### src/blm_pkg.sv
// Package for the battery level monitor: controller/datapath handshake types,
// register indexes, divider sizes and the discharge curve table.
// Depends on nothing; every other file imports it.
package blm_pkg;

  typedef enum logic [3:0] {
    ST_IDLE,
    ST_ACC,
    ST_CLOSE,
    ST_BDIV,
    ST_GAIN,
    ST_FLAG,
    ST_EMA_MUL,
    ST_EMA_UPD,
    ST_MVOUT,
    ST_SEG,
    ST_CPROD,
    ST_CSTART,
    ST_CDIV,
    ST_PCT,
    ST_DONE
  } blm_state_t;

  typedef struct packed {
    logic capture;
    logic acc;
    logic set_empty;
    logic bdiv_start;
    logic gain;
    logic flag;
    logic ema_mul;
    logic ema_upd;
    logic mvout;
    logic seg;
    logic cprod;
    logic cdiv_start;
    logic pct;
    logic load_out;
  } blm_cmd_t;

  typedef struct packed {
    logic last;
    logic good_zero;
    logic div_done;
    logic out_free;
  } blm_sts_t;

  localparam int CFG_IDX_W = 3;
  localparam int CFG_DATA_W = 14;

  localparam logic [CFG_IDX_W-1:0] REG_CHARGE_ON  = 3'd0;
  localparam logic [CFG_IDX_W-1:0] REG_CHARGE_OFF = 3'd1;
  localparam logic [CFG_IDX_W-1:0] REG_EMA_ALPHA  = 3'd2;
  localparam logic [CFG_IDX_W-1:0] REG_DIV_GAIN   = 3'd3;
  localparam logic [CFG_IDX_W-1:0] REG_RAW_MODE   = 3'd4;

  localparam logic [13:0] MV_MAX = 14'd16383;
  localparam logic [8:0] ALPHA_MAX = 9'd256;
  localparam logic [11:0] RAW_FULL_MV = 12'd3300;
  localparam logic [11:0] RAW_FULL_CODE = 12'd4095;

  localparam int DIV_NW = 21;
  localparam int DIV_DW = 14;
  localparam int DIV_CW = 5;

  localparam int CURVE_POINTS = 12;
  localparam int CURVE_IDX_W = 4;

  function automatic logic [13:0] curve_mv(input logic [CURVE_IDX_W-1:0] i);
    logic [13:0] v;
    unique case (i)
      4'd0:    v = 14'd4200;
      4'd1:    v = 14'd4060;
      4'd2:    v = 14'd3980;
      4'd3:    v = 14'd3920;
      4'd4:    v = 14'd3870;
      4'd5:    v = 14'd3820;
      4'd6:    v = 14'd3790;
      4'd7:    v = 14'd3770;
      4'd8:    v = 14'd3740;
      4'd9:    v = 14'd3680;
      4'd10:   v = 14'd3500;
      4'd11:   v = 14'd3300;
      default: v = 14'd3300;
    endcase
    return v;
  endfunction

  function automatic logic [6:0] curve_pct(input logic [CURVE_IDX_W-1:0] i);
    logic [6:0] v;
    unique case (i)
      4'd0:    v = 7'd100;
      4'd1:    v = 7'd90;
      4'd2:    v = 7'd80;
      4'd3:    v = 7'd70;
      4'd4:    v = 7'd60;
      4'd5:    v = 7'd50;
      4'd6:    v = 7'd40;
      4'd7:    v = 7'd30;
      4'd8:    v = 7'd20;
      4'd9:    v = 7'd10;
      4'd10:   v = 7'd5;
      4'd11:   v = 7'd0;
      default: v = 7'd0;
    endcase
    return v;
  endfunction

endpackage

### src/blm_div.sv
// Shared restoring divider, one quotient bit per cycle.
// Depends on blm_pkg for the operand widths.
module blm_div
  import blm_pkg::*;
(
  input  logic              clk,
  input  logic              rst_n,
  input  logic              start,
  input  logic [DIV_NW-1:0] num,
  input  logic [DIV_DW-1:0] den,
  output logic              done,
  output logic [DIV_NW-1:0] quot
);

  logic              busy_r;
  logic              done_r;
  logic [DIV_CW-1:0] cnt_r;
  logic [DIV_DW-1:0] rem_r;
  logic [DIV_DW-1:0] rem_nxt;
  logic [DIV_NW-1:0] q_r;
  logic [DIV_DW-1:0] den_r;
  logic [DIV_DW:0]   rem_sh;
  logic              ge;

  always_comb begin
    rem_sh = {rem_r, q_r[DIV_NW-1]};
    ge = rem_sh >= {1'b0, den_r};
    if (ge) begin
      rem_nxt = DIV_DW'(rem_sh - {1'b0, den_r});
    end else begin
      rem_nxt = rem_sh[DIV_DW-1:0];
    end
  end

  always_ff @(posedge clk) begin
    if (!rst_n) begin
      busy_r <= 1'b0;
      done_r <= 1'b0;
      cnt_r <= '0;
    end else begin
      done_r <= 1'b0;
      if (start) begin
        busy_r <= 1'b1;
        cnt_r <= '0;
      end else if (busy_r) begin
        cnt_r <= cnt_r + 1'b1;
        if (cnt_r == DIV_CW'(DIV_NW - 1)) begin
          busy_r <= 1'b0;
          done_r <= 1'b1;
        end
      end
    end
  end

  always_ff @(posedge clk) begin
    if (start) begin
      rem_r <= '0;
      q_r <= num;
      den_r <= den;
    end else if (busy_r) begin
      rem_r <= rem_nxt;
      q_r <= {q_r[DIV_NW-2:0], ge};
    end
  end

  assign done = done_r;
  assign quot = q_r;

endmodule

### src/blm_dp.sv
// Datapath: configuration registers, burst accumulator, smoothing, curve
// lookup and the result register. Depends on blm_pkg and blm_div.
module blm_dp
  import blm_pkg::*;
#(
  parameter int BURST_SAMPLES = 16
) (
  input  logic                  clk,
  input  logic                  rst_n,
  input  blm_cmd_t              cmd,
  output blm_sts_t              sts,
  input  logic                  cfg_we,
  input  logic [CFG_IDX_W-1:0]  cfg_index,
  input  logic [CFG_DATA_W-1:0] cfg_data,
  input  logic [11:0]           in_sample,
  input  logic                  in_sample_ok,
  input  logic                  in_last_in_burst,
  output logic                  out_valid,
  input  logic                  out_stall,
  output logic                  out_valid_res,
  output logic [13:0]           out_battery_mv,
  output logic [6:0]            out_percent,
  output logic                  out_charging
);

  localparam int CNT_W = $clog2(BURST_SAMPLES + 1);
  localparam int SUM_W = 12 + CNT_W;

  logic [13:0] charge_on_r;
  logic [13:0] charge_off_r;
  logic [8:0]  alpha_r;
  logic [2:0]  gain_r;
  logic        raw_mode_r;

  logic [11:0]      sample_r;
  logic             ok_r;
  logic             last_r;
  logic [23:0]      prod_r;
  logic [SUM_W-1:0] sum_r;
  logic [CNT_W-1:0] cnt_r;

  logic [13:0] inst_r;
  logic        chg_r;
  logic        seeded_r;
  logic        seed_now_r;
  logic        up_r;
  logic [21:0] diff_r;
  logic [30:0] eprod_r;
  logic [21:0] smooth_r;
  logic [13:0] mvo_r;

  logic [CURVE_IDX_W-1:0] idx_r;
  logic                   top_r;
  logic                   bot_r;
  logic [20:0]            cnum_r;
  logic [13:0]            cden_r;
  logic [6:0]             plo_r;
  logic                   zero_r;

  logic        res_valid_r;
  logic [13:0] res_mv_r;
  logic [6:0]  res_pct_r;
  logic        res_chg_r;
  logic        out_valid_r;

  logic              div_start;
  logic [DIV_NW-1:0] div_num;
  logic [DIV_DW-1:0] div_den;
  logic              div_done;
  logic [DIV_NW-1:0] div_quot;

  logic [11:0]            raw_est;
  logic [24:0]            raw_rem;
  logic [11:0]            mv_c;
  logic [14:0]            inst_c;
  logic                   chg_c;
  logic [21:0]            target_c;
  logic [8:0]             alpha_c;
  logic [31:0]            delta_sum;
  logic [21:0]            delta_c;
  logic [22:0]            mv_round;
  logic [CURVE_IDX_W-1:0] idx_c;
  logic [CURVE_IDX_W-1:0] idx_hi;
  logic [13:0]            seg_lo;
  logic [13:0]            seg_span;
  logic [6:0]             seg_spct;
  logic [6:0]             pct_c;

  // Raw codes are scaled by 3300/4095: the quotient estimate from the
  // reciprocal series is at most one low, so one correction step suffices.
  always_comb begin
    raw_est = 12'((25'(prod_r) + 25'(prod_r[23:12])) >> 12);
    raw_rem = 25'(prod_r) + 25'(raw_est) - {1'b0, raw_est, 12'd0};
    if (!raw_mode_r) begin
      mv_c = sample_r;
    end else if (raw_rem >= 25'(RAW_FULL_CODE)) begin
      mv_c = raw_est + 1'b1;
    end else begin
      mv_c = raw_est;
    end
  end

  always_comb begin
    inst_c = 15'(div_quot[11:0] * gain_r);
    priority if (inst_r >= charge_on_r) begin
      chg_c = 1'b1;
    end else if (inst_r < charge_off_r) begin
      chg_c = 1'b0;
    end else begin
      chg_c = chg_r;
    end
    target_c = {inst_r, 8'd0};
    alpha_c = (alpha_r > ALPHA_MAX) ? ALPHA_MAX : alpha_r;
    delta_sum = 32'(eprod_r) + 32'd128;
    delta_c = 22'(delta_sum[31:8]);
    mv_round = 23'(smooth_r) + 23'd128;
  end

  always_comb begin
    idx_c = CURVE_IDX_W'(CURVE_POINTS - 1);
    for (int i = CURVE_POINTS - 1; i >= 1; i--) begin
      if (mvo_r >= curve_mv(CURVE_IDX_W'(i))) begin
        idx_c = CURVE_IDX_W'(i);
      end
    end
    idx_hi = idx_r - 1'b1;
    seg_lo = curve_mv(idx_r);
    seg_span = curve_mv(idx_hi) - seg_lo;
    seg_spct = curve_pct(idx_hi) - curve_pct(idx_r);
    priority if (top_r) begin
      pct_c = 7'd100;
    end else if (bot_r) begin
      pct_c = 7'd0;
    end else if (zero_r) begin
      pct_c = plo_r;
    end else begin
      pct_c = plo_r + div_quot[6:0];
    end
  end

  always_ff @(posedge clk) begin
    if (!rst_n) begin
      charge_on_r <= 14'd4000;
      charge_off_r <= 14'd3900;
      alpha_r <= 9'd77;
      gain_r <= 3'd2;
      raw_mode_r <= 1'b0;
    end else if (cfg_we) begin
      unique case (cfg_index)
        REG_CHARGE_ON:  charge_on_r <= cfg_data;
        REG_CHARGE_OFF: charge_off_r <= cfg_data;
        REG_EMA_ALPHA:  alpha_r <= cfg_data[8:0];
        REG_DIV_GAIN:   gain_r <= cfg_data[2:0];
        REG_RAW_MODE:   raw_mode_r <= cfg_data[0];
        default: begin
        end
      endcase
    end
  end

  always_ff @(posedge clk) begin
    if (cmd.capture) begin
      sample_r <= in_sample;
      ok_r <= in_sample_ok;
      last_r <= in_last_in_burst;
      prod_r <= 24'(in_sample * RAW_FULL_MV);
    end
  end

  always_ff @(posedge clk) begin
    if (!rst_n) begin
      sum_r <= '0;
      cnt_r <= '0;
      chg_r <= 1'b0;
      seeded_r <= 1'b0;
      smooth_r <= '0;
      out_valid_r <= 1'b0;
    end else begin
      if (cmd.acc && ok_r && (cnt_r < CNT_W'(BURST_SAMPLES))) begin
        sum_r <= sum_r + SUM_W'(mv_c);
        cnt_r <= cnt_r + 1'b1;
      end
      if (cmd.gain || cmd.set_empty) begin
        sum_r <= '0;
        cnt_r <= '0;
      end
      if (cmd.flag) begin
        chg_r <= chg_c;
      end
      if (cmd.ema_upd) begin
        if (seed_now_r) begin
          smooth_r <= target_c;
          seeded_r <= 1'b1;
        end else if (up_r) begin
          smooth_r <= smooth_r + delta_c;
        end else begin
          smooth_r <= smooth_r - delta_c;
        end
      end
      if (cmd.load_out) begin
        out_valid_r <= 1'b1;
      end else if (out_valid_r && !out_stall) begin
        out_valid_r <= 1'b0;
      end
    end
  end

  always_ff @(posedge clk) begin
    if (cmd.gain) begin
      inst_r <= (inst_c > 15'(MV_MAX)) ? MV_MAX : inst_c[13:0];
    end
    if (cmd.flag) begin
      seed_now_r <= !seeded_r || (chg_c != chg_r);
      up_r <= target_c >= smooth_r;
      diff_r <= (target_c >= smooth_r) ? target_c - smooth_r : smooth_r - target_c;
    end
    if (cmd.ema_mul) begin
      eprod_r <= 31'(alpha_c * diff_r);
    end
    if (cmd.mvout) begin
      mvo_r <= (mv_round[22:8] > 15'(MV_MAX)) ? MV_MAX : mv_round[21:8];
    end
    if (cmd.seg) begin
      idx_r <= idx_c;
      top_r <= mvo_r >= curve_mv('0);
      bot_r <= mvo_r <= curve_mv(CURVE_IDX_W'(CURVE_POINTS - 1));
    end
    if (cmd.cprod) begin
      cnum_r <= 21'((mvo_r - seg_lo) * seg_spct);
      cden_r <= seg_span;
      plo_r <= curve_pct(idx_r);
      zero_r <= seg_span == 14'd0;
    end
    if (cmd.set_empty) begin
      res_valid_r <= 1'b0;
      res_mv_r <= '0;
      res_pct_r <= '0;
      res_chg_r <= 1'b0;
    end
    if (cmd.pct) begin
      res_valid_r <= 1'b1;
      res_mv_r <= mvo_r;
      res_pct_r <= pct_c;
      res_chg_r <= chg_r;
    end
    if (cmd.load_out) begin
      out_valid_res <= res_valid_r;
      out_battery_mv <= res_mv_r;
      out_percent <= res_pct_r;
      out_charging <= res_chg_r;
    end
  end

  assign div_start = cmd.bdiv_start || cmd.cdiv_start;
  assign div_num = cmd.bdiv_start ? DIV_NW'(sum_r) : cnum_r;
  assign div_den = cmd.bdiv_start ? DIV_DW'(cnt_r) : cden_r;

  blm_div u_div (
    .clk   (clk),
    .rst_n (rst_n),
    .start (div_start),
    .num   (div_num),
    .den   (div_den),
    .done  (div_done),
    .quot  (div_quot)
  );

  assign sts.last = last_r;
  assign sts.good_zero = cnt_r == '0;
  assign sts.div_done = div_done;
  assign sts.out_free = !out_valid_r || !out_stall;
  assign out_valid = out_valid_r;

endmodule

### src/blm_ctrl.sv
// Controller state machine that sequences the datapath for each word.
// Depends on blm_pkg for the state, command and status types.
module blm_ctrl
  import blm_pkg::*;
(
  input  logic     clk,
  input  logic     rst_n,
  input  logic     in_valid,
  output logic     in_stall,
  input  blm_sts_t sts,
  output blm_cmd_t cmd
);

  blm_state_t state_r;
  blm_state_t state_nxt;

  always_ff @(posedge clk) begin
    if (!rst_n) begin
      state_r <= ST_IDLE;
    end else begin
      state_r <= state_nxt;
    end
  end

  always_comb begin
    state_nxt = state_r;
    cmd = '0;
    in_stall = 1'b1;
    unique case (state_r)
      ST_IDLE: begin
        in_stall = 1'b0;
        if (in_valid) begin
          cmd.capture = 1'b1;
          state_nxt = ST_ACC;
        end
      end
      ST_ACC: begin
        cmd.acc = 1'b1;
        state_nxt = sts.last ? ST_CLOSE : ST_IDLE;
      end
      ST_CLOSE: begin
        if (sts.good_zero) begin
          cmd.set_empty = 1'b1;
          state_nxt = ST_DONE;
        end else begin
          cmd.bdiv_start = 1'b1;
          state_nxt = ST_BDIV;
        end
      end
      ST_BDIV: begin
        if (sts.div_done) begin
          state_nxt = ST_GAIN;
        end
      end
      ST_GAIN: begin
        cmd.gain = 1'b1;
        state_nxt = ST_FLAG;
      end
      ST_FLAG: begin
        cmd.flag = 1'b1;
        state_nxt = ST_EMA_MUL;
      end
      ST_EMA_MUL: begin
        cmd.ema_mul = 1'b1;
        state_nxt = ST_EMA_UPD;
      end
      ST_EMA_UPD: begin
        cmd.ema_upd = 1'b1;
        state_nxt = ST_MVOUT;
      end
      ST_MVOUT: begin
        cmd.mvout = 1'b1;
        state_nxt = ST_SEG;
      end
      ST_SEG: begin
        cmd.seg = 1'b1;
        state_nxt = ST_CPROD;
      end
      ST_CPROD: begin
        cmd.cprod = 1'b1;
        state_nxt = ST_CSTART;
      end
      ST_CSTART: begin
        cmd.cdiv_start = 1'b1;
        state_nxt = ST_CDIV;
      end
      ST_CDIV: begin
        if (sts.div_done) begin
          state_nxt = ST_PCT;
        end
      end
      ST_PCT: begin
        cmd.pct = 1'b1;
        state_nxt = ST_DONE;
      end
      ST_DONE: begin
        if (sts.out_free) begin
          cmd.load_out = 1'b1;
          state_nxt = ST_IDLE;
        end
      end
      default: begin
        state_nxt = ST_IDLE;
      end
    endcase
  end

endmodule

### src/battery_level_monitor.sv
// Battery level monitor. A word that does not close a burst is only captured
// and accumulated. A closing word with at least one good sample spends most
// of its time in two passes through the shared 21-step bit-serial divider (burst
// mean, then curve interpolation); a closing word on an empty burst skips the
// divider. The result sits in an output register, so the next word is taken
// while a result waits, and only a second result stalls behind it.
// Depends on blm_pkg, blm_ctrl, blm_dp and blm_div.
module battery_level_monitor
  import blm_pkg::*;
#(
  parameter int BURST_SAMPLES = 16
) (
  input  logic                  clk,
  input  logic                  rst_n,
  input  logic                  in_valid,
  output logic                  in_stall,
  input  logic [11:0]           in_sample,
  input  logic                  in_sample_ok,
  input  logic                  in_last_in_burst,
  output logic                  out_valid,
  input  logic                  out_stall,
  output logic                  out_valid_res,
  output logic [13:0]           out_battery_mv,
  output logic [6:0]            out_percent,
  output logic                  out_charging,
  input  logic                  cfg_valid,
  output logic                  cfg_ready,
  input  logic [CFG_IDX_W-1:0]  cfg_index,
  input  logic [CFG_DATA_W-1:0] cfg_data
);

  blm_cmd_t cmd;
  blm_sts_t sts;

  assign cfg_ready = 1'b1;

  blm_ctrl u_ctrl (
    .clk      (clk),
    .rst_n    (rst_n),
    .in_valid (in_valid),
    .in_stall (in_stall),
    .sts      (sts),
    .cmd      (cmd)
  );

  blm_dp #(
    .BURST_SAMPLES (BURST_SAMPLES)
  ) u_dp (
    .clk              (clk),
    .rst_n            (rst_n),
    .cmd              (cmd),
    .sts              (sts),
    .cfg_we           (cfg_valid && cfg_ready),
    .cfg_index        (cfg_index),
    .cfg_data         (cfg_data),
    .in_sample        (in_sample),
    .in_sample_ok     (in_sample_ok),
    .in_last_in_burst (in_last_in_burst),
    .out_valid        (out_valid),
    .out_stall        (out_stall),
    .out_valid_res    (out_valid_res),
    .out_battery_mv   (out_battery_mv),
    .out_percent      (out_percent),
    .out_charging     (out_charging)
  );

endmodule

### config.mk
export PLATFORM = sky130hd
export DESIGN_NAME = battery_level_monitor
export DESIGN_NICKNAME = d
export VERILOG_FILES = /design/src/blm_pkg.sv /design/src/blm_div.sv /design/src/blm_dp.sv /design/src/blm_ctrl.sv /design/src/battery_level_monitor.sv
export SDC_FILE = /design/constraint.sdc
export NUM_CORES = 2
export LEC_CHECK = 0
export ABC_AREA = 1
export ABC_CLOCK_PERIOD_IN_PS = 10200
export BUFFER_PORTS_ARGS = -buffer_cell sky130_fd_sc_hd__buf_2
export CAP_MARGIN = 20
export CORE_MARGIN = 3
export CORE_UTILIZATION = 39
export DETAILED_ROUTE_END_ITERATION = 10
export REMOVE_ABC_BUFFERS = 1
export SLEW_MARGIN = 20
export SYNTH_ARGS = -nofsm -noshare
export SYNTH_HDL_FRONTEND = slang
export SYNTH_SLANG_ARGS = --single-unit
### constraint.sdc
create_clock -name clk -period 10.2 [get_ports clk]
set_input_delay 1.53 -clock clk [delete_from_list [all_inputs] [get_ports clk]]
set_output_delay 1.53 -clock clk [all_outputs]
set_load 0.005 [all_outputs]
==> out/qor.csv <==
metric,value,unit
Slew @ Worst Pin,1.01,ns
unrepaired setup endpoints after global routing,false,
fillers,9176,
MaxCap Viol Count,0,
Longest Clk Path Bufs,3,
CTS H-tree depth,2,
Unique masters post-synth,61,
slowest CP cell,xor2_1,
"slowest stage delay, CP",0.60,ns
Peak VDD IR,0.875,mV
Max Slew Vio Count,0,
grt total ovfl,0,
die footprint,96100,um^2
WP data arrival,8.12,ns
first-pass iteration count of the detailed router,6,
CTS buffer count,42,
dominant cells by area after synthesis,"edfxtp_1 20%, fa_1 15%, ha_1 13%",
first-pass GRT wire length,155000,um
Global Route met3 Usage,2.37,%
via count,29800,
port bufs,60,
largest net degree at the start of global routing,48,
non-filler cells in the finished layout,5887,
placed cell area,37600,um^2
drt wl/cell,16.2,um
Initial Util,39.7,%
number of hold buffers added after CTS,0,
nature of the critical path startpoint,flip-flop,
Worst EP required,10.51,ns
die height,310,um
R2R Setup Slk,2.38,ns
Setup crit end kind,flip-flop,
Clock Sink Count,350,
final worst slack,2.38,ns
"Clk Latency, worst-skew pair",0.57,ns
row cnt,110,
multi-input logic area,22900,um^2
DRC,0,
f_max,128,MHz
vias in the first global route,29400,
CP most frequent cell,inv_1,
Post-synth top cells,"1089 x nand2_1, 876 x inv_1, 371 x nor2_1, 364 x ha_1, 311 x a21oi_1",
register area share after synthesis,26.0,%
CP Class,reg -> reg,
cell count after placement,5809,
headroom to the max-slew limit,32.7,%
count of state elements after synthesis,350,
CP max FO,8,
"EDFF count, synth",236,
IO Pins,62,
grt met2 use,34.2,%
clock skew,0.0202,ns
Netlist Area Pre-Place,36000,um^2
# Post-CTS Setup Buffers,0,
final instance area,38900,um^2
final-report hold violation count,0,
grt peak-use layer,met2,
Pwr Density,341,nW/um^2
GR Util All Layers,20.0,%
initial antenna violation count,1,
layout cells sized above 1,4.61,%
final worst-path cycle share,76.6,%
Post-DP HPWL,77500,um
Diodes inserted,0,
Hold WC Path Type,reg -> reg,
largest area contributor in the netlist,edfxtp_1,
Die W,310,um
crit path time final,7.82,ns
syn avg cell area,7.75,um^2
Static Leakage,19.0,nW
Critical path buffers and inverters,5,
Via density,5.07,
Clock Tree Root,clkbuf_16,
Most used DFF post-synth,edfxtp_1,
CTS tree,built,
Reg area,9370,um^2
Layout area overhead,8.11,%
async set or reset register ratio after synthesis,0,%
Synth Warn #,0,
Iter 0 DRT Violations,2025,
core area,90800,um^2
Synth top area share,19.7,%
post-CTS resize count,0,
"Setup violations, final",0,
"Clk pin slew, worst setup/hold paths",0.06,ns
final wirelength,95100,um
most numerous cell in the Yosys netlist,nand2_1,
"delay-heaviest family, CP",adder cells,
met1 usage,26.7,%
outcome,finished clean,
Fin Setup TNS,0,ns
Post-Synthesis Cells,4647,
Final ANT Viol Nets,0,
Final nets,5341,
Placer Congestion,0.928,
pre-CTS setup slack,2.45,ns
worst paths after layout:
check / start / end / cells after the start
setup reg to reg: u_dp.idx_r[0] / u_dp.cnum_r[14] / 28
hold reg to reg: u_dp.res_pct_r[5] / u_dp.out_percent[5] / 0
setup / recovery: u_dp.idx_r[0] / u_dp.cnum_r[14] / 28
hold / removal: u_dp.res_pct_r[5] / u_dp.out_percent[5] / 0
where the power goes:
part | internal (mW) | total, mW | leakage [nW] | switching, mW
Combinational | 3.48 | 9.45 | 15.3 | 5.98
Sequential | 2.13 | 2.35 | 3.07 | 0.215
Clock | 0.859 | 1.47 | 0.673 | 0.609
metal layers:
| layer | vias up | wire (um) |
|---|---|---|
| met1 | 14100 | 43300 |
| met2 | 617 | 44800 |
| met4 | 0 | 2670 |
| li1 | 15000 | - |
| met3 | 136 | 4370 |
| met5 | - | 0 |
area by class of cell:
class / count / share of cell area (%)
multi-input combinational: 3305 / 58.8
clock buffer: 64 / 3.24
inverter: 894 / 8.62
tap: 1176 / 3.78
clock inverter: 14 / 0.260
sequential: 350 / 24.1
timing repair buffer: 84 / 1.23
kinds of logic (layout without fill, tap and decap cells):
logic type                 after synthesis  after routing  synth area share (%)
AOI/OAI and AO/OA                      699            699                  10.9
other                                    1              1                0.0104
muxes                                    2              2                0.0556
xor gates and xnor gates               204            204                  5.01
DFF                                    350            350                  26.0
adders and majority gates              628            628                  27.3
and+or+nand+nor                       1771           1771                  20.2
buffers and inverters                  992           1056                  10.5
state kept, by name, indices dropped and copies added (netlist names), 14 cells and up:
register             cells
u_dp.res_mv_r           14
u_dp.charge_on_r        14
u_dp.out_battery_mv     14
u_dp.smooth_r           22
u_dp.cnum_r             21
u_dp.mvo_r              14
u_dp.u_div.quot         21
u_dp.charge_off_r       14
u_dp.inst_r             14
u_dp.eprod_r            23
u_dp.u_div.rem_r        14
u_dp.diff_r             22
u_dp.prod_r             19
u_dp.u_div.den_r        14
u_dp.sum_r              17
through the flow:
step,hold WS (ns),power (mW),utilization (%)
global placement,0.401,11.7,41.4
CTS,0.395,13.4,42.9
finish,0.403,13.3,42.9
floorplan,0.400,9.50,-
detailed placement,0.405,11.8,41.4
global route,0.403,14.8,42.9
cells in the final DEF (no fill, tap or decap), types with 11 or more instances in the layout:
cell       instances
ha_1             364
buf_4             24
nor3_1            52
dfxtp_1          114
buf_2             60
inv_2             12
o211ai_1          39
xnor2_1           74
nor4_1            16
nand2_1         1089
nand4_1           60
nand3_1          128
xor2_1           129
a21oi_1          311
clkbuf_1          12
edfxtp_1         236
o21bai_1          14
fa_1             264
o21a_1            13
nor2_1           366
nor2_2            15
a31oi_1           33
inv_1            876
clkbuf_16         45
o21ai_0          213
o221ai_1          11
(Power assumes the default switching activity.)
